<file path="config.mk">
export PLATFORM = sky130hd
export DESIGN_NAME = bhq_cell
export DESIGN_NICKNAME = d
export VERILOG_FILES = /design/src/bhq_pkg.sv /design/src/bhq_cell.sv
export SDC_FILE = /design/constraint.sdc
export NUM_CORES = 1
export LEC_CHECK = 0
export BUFFER_PORTS_ARGS = -buffer_cell sky130_fd_sc_hd__buf_2
export CORE_ASPECT_RATIO = 1.2
export CORE_MARGIN = 2
export CORE_UTILIZATION = 42
export DETAILED_ROUTE_END_ITERATION = 16
export PLACE_DENSITY_LB_ADDON = 0.1
export SLEW_MARGIN = 10
export SYNTH_ARGS = -nofsm -noshare
export SYNTH_HDL_FRONTEND = slang
export SYNTH_SLANG_ARGS = --single-unit
</file>
<file path="constraint.sdc">
create_clock -name clk -period 3.2 [get_ports clk]
set_input_delay 0.48 -clock clk [delete_from_list [all_inputs] [get_ports clk]]
set_output_delay 0.48 -clock clk [all_outputs]
set_load 0.02 [all_outputs]
</file>
<file path="src/bhq_pkg.sv">
// Package with shared types, constants and codes for the binary max heap queue.
package bhq_pkg;

    localparam int DATA_W       = 32;
    localparam int CAPACITY_DEF = 256;
    localparam int STATUS_W     = 2;

    localparam logic [DATA_W-1:0] INT_MIN = {1'b1, {(DATA_W-1){1'b0}}};

    localparam logic ACT_INSERT = 1'b0;
    localparam logic ACT_DELETE = 1'b1;

    localparam logic [STATUS_W-1:0] ST_OK        = 2'd0;
    localparam logic [STATUS_W-1:0] ST_UNDERFLOW = 2'd1;
    localparam logic [STATUS_W-1:0] ST_OVERFLOW  = 2'd2;

    typedef struct packed {
        logic                     valid;
        logic signed [DATA_W-1:0] data;
    } slot_t;

    typedef struct packed {
        logic                     ins;
        logic                     del;
        logic signed [DATA_W-1:0] value;
    } cmd_t;

endpackage

</file>
<file path="src/bhq_cell.sv">
// One cell of the sorted row: holds a single element and trades it with its neighbors.
module bhq_cell
    import bhq_pkg::*;
(
    input  logic  clk,
    input  logic  rst_n,
    input  cmd_t  cmd,
    input  slot_t prev_slot,
    input  logic  prev_disp,
    input  slot_t next_slot,
    output slot_t slot,
    output logic  disp
);

    logic                     valid_reg;
    logic                     valid_next;
    logic signed [DATA_W-1:0] data_reg;
    logic signed [DATA_W-1:0] data_next;

    // The cell gives way to a new element when it is empty or holds a smaller one.
    assign disp = !valid_reg || (cmd.value > data_reg);
    assign slot = '{valid: valid_reg, data: data_reg};

    always_comb
    begin
        valid_next = valid_reg;
        data_next  = data_reg;
        if (cmd.ins && disp)
        begin
            if (prev_disp)
            begin
                valid_next = prev_slot.valid;
                data_next  = prev_slot.data;
            end
            else
            begin
                valid_next = 1'b1;
                data_next  = cmd.value;
            end
        end
        else if (cmd.del)
        begin
            valid_next = next_slot.valid;
            data_next  = next_slot.data;
        end
    end

    always_ff @(posedge clk or negedge rst_n)
    begin
        if (!rst_n)
        begin
            valid_reg <= 1'b0;
        end
        else
        begin
            valid_reg <= valid_next;
        end
    end

    always_ff @(posedge clk)
    begin
        data_reg <= data_next;
    end

endmodule
</file>
==> impl_metrics.json <==
{
  "status": "complete, no violations",
  "min_from": "prev_slot[32]",
  "cp.required_ns": 2.72,
  "syn_avg_cell_area_um2": 11.92,
  "cp-start-kind": "flip-flop",
  "layout.nets": 510,
  "maxCapViolCount": 0,
  "grt_overflow": 0,
  "finalCritPeriodShare": 0.9246,
  "seqCellArea_um2": 985.9,
  "largest_register_ffs": 32,
  "synth_fp_nets": 370,
  "dr.first_iter.drc_count": 39,
  "hold_end": "valid_reg",
  "reg2reg_to": "data_reg[3]",
  "tightest_slew_ns": 0.8016,
  "row_count": 32,
  "vdd_drop_max_mv": 0.3075,
  "grt_pass1_wl_um": 9701,
  "cp-end-kind": "output pin",
  "firstDrtPassIters": 4,
  "p_leak_nw": 1.866,
  "synthTopCellsByArea": "edfxtp_1 (34%), mux2_4 (15%), ha_1 (14%)",
  "fillerInstances": 587,
  "syn_to_final_growth_pct": 31.32,
  "tns_ns": 0,
  "drv_slew": 0,
  "finalSetupViolCount": 0,
  "reg2reg_slack_ns": 0.26,
  "dpl.hpwl_um": 4951,
  "cts_buffer_depth": 2,
  "cts_inserted_buffers": 5,
  "num_io_pins": 137,
  "synth-seq-cells": 33,
  "viasPerCell": 4.818,
  "critPathKind": "flip-flop to output pin",
  "synth_seq_area_share": 0.3521,
  "grt_pass1_vias": 2230,
  "final.min_clock_period_ns": 2.959,
  "initial_core_util": 0.4344,
  "gp_routability_congestion": 0.7422,
  "clkTransAtPathRegs_ns": 0.07,
  "ys_types": 31,
  "crit_arrival_ns": 2.48,
  "synth_ff_type": "edfxtp_1",
  "die_h_um": 93.45,
  "yosysTopAreaCellShare": 0.3432,
  "die_area_um2": 7339,
  "grt_max_degree": 35,
  "worst-path-max-fanout": 3,
  "layout-drive-gt1-share": 0.5771,
  "cts_tree": "done",
  "finalClockSkew_ns": 0.002487,
  "hold_class": "primary input to flip-flop",
  "die_x_um": 78.54,
  "antenna_found_initial": 0,
  "finalWirelength_um": 6203,
  "hold_depth": 3,
  "rr_worst_depth": 10,
  "max_freq_mhz": 338.0,
  "wl_per_cell_um": 13.46,
  "portBuffers": 136,
  "synth_edf_count": 32,
  "r2r_start": "data_reg[27]",
  "cts_root_buffer": "clkbuf_8",
  "yosysWarnings": 0,
  "ant_nets": 0,
  "p_total_mw": 2.531,
  "gr-usage-all-layers": 0.1670,
  "multi_input_area_um2": 1628,
  "drc": 0,
  "vias": 2221,
  "synthCells": 235,
  "htreeDepth": 2,
  "antenna_cells": 0,
  "synth_top_area_cell": "edfxtp_1",
  "design.core.area_um2": 6446,
  "hold_violations": 0,
  "synthTopCellsByCount": "inv_1 (35), mux2_2 (35), edfxtp_1 (32), ha_1 (32), mux2_4 (28)",
  "async_flop_share": 0.03030,
  "power_density_nw_per_um2": 688.3,
  "numClockSinks": 33,
  "clock_latency_ns": 0.28,
  "rsz0062_at_grt": "no",
  "synth_area_um2": 2800,
  "slew_headroom": 0.4656
}
-- repair_timing --
action                                  CTS  global route
endpoints found under the setup margin    0             1
endpoints found under the hold margin     1             0
hold buffers                              1             0
buffers inserted                          0             0
resized for setup                         0             2
-- logic make-up (layout without fill, tap and decap cells) --
family                     count (synthesis)  after routing  synth area share
buffers and inverters                     43            184           0.07417
muxes                                     65             65            0.2980
and+or+nand+nor                           32             32           0.06479
adders and majority gates                 32             32            0.1430
DFF                                       33             33            0.3521
AOI/OAI and AO/OA                         30             30           0.06792
-- critical path: stages, from the launching register on --
cell      delay [ns]
edfxtp_1        0.34
inv_1           0.05
ha_1            0.30
nand4_1         0.17
or4_4           0.58
nor3_2          0.15
nor3_1          0.08
o21a_1          0.19
a21bo_2         0.18
buf_2           0.16
-- metal layers --
metal,GRT usage,vias to the layer above,part of all wire
li1,-,1142,-
met1,0.1983,1001,0.42
met2,0.2991,74,0.51
met3,0.04247,4,0.061
met4,0.04094,0,0.0089
met5,0,-,0
-- per-stage QoR --
stage	util	std cells	setup slack (ns)	hold slack, ns	instance area [um^2]
finish	0.5705	461	0.2413	0.4878	3677
global placement	0.5551	452	0.1120	0.2594	3578
global route	0.5705	461	0.04625	0.4829	3677
detailed placement	0.5551	452	0.07146	0.2574	3578
CTS	0.5691	461	0.1570	0.4872	3669
floorplan	-	235	0.08369	0.1844	2803
-- final cells by class --
cell class / count / share of cell area
repair buffers: 141 / 0.2028
multi-input cells: 159 / 0.4427
inverters: 35 / 0.03573
clock buffers: 8 / 0.02178
well taps: 85 / 0.02892
flip-flops and latches: 33 / 0.2681
-- worst max-delay path by stage --
stage               depth (start not counted)  slack, ns         start           end
finish                                      9       0.24  data_reg[27]          disp
CTS                                         9       0.16  data_reg[27]          disp
global route                                9       0.05  data_reg[26]          disp
detailed placement                         10       0.07       cmd[27]  data_reg[22]
global placement                            9       0.11       cmd[27]  data_reg[16]
floorplan                                  10       0.08  data_reg[31]   data_reg[0]
-- layout by cell type, fill, tap and decap left out, types with 5 or more instances in the layout --
| master | n |
|---|---|
| o21ai_0 | 6 |
| clkbuf_8 | 5 |
| edfxtp_1 | 32 |
| a21oi_1 | 15 |
| buf_2 | 136 |
| mux2_2 | 35 |
| mux2_4 | 28 |
| nand2_1 | 10 |
| nand4_1 | 8 |
| ha_1 | 32 |
| inv_1 | 35 |
-- power breakdown --
part	switching, mW	internal, mW	total (mW)
Combinational	0.764	0.677	1.44
Clock	0.146	0.155	0.300
Sequential	0.0832	0.706	0.789
Total	0.993	1.54	2.53
(Power assumes the default switching activity.)
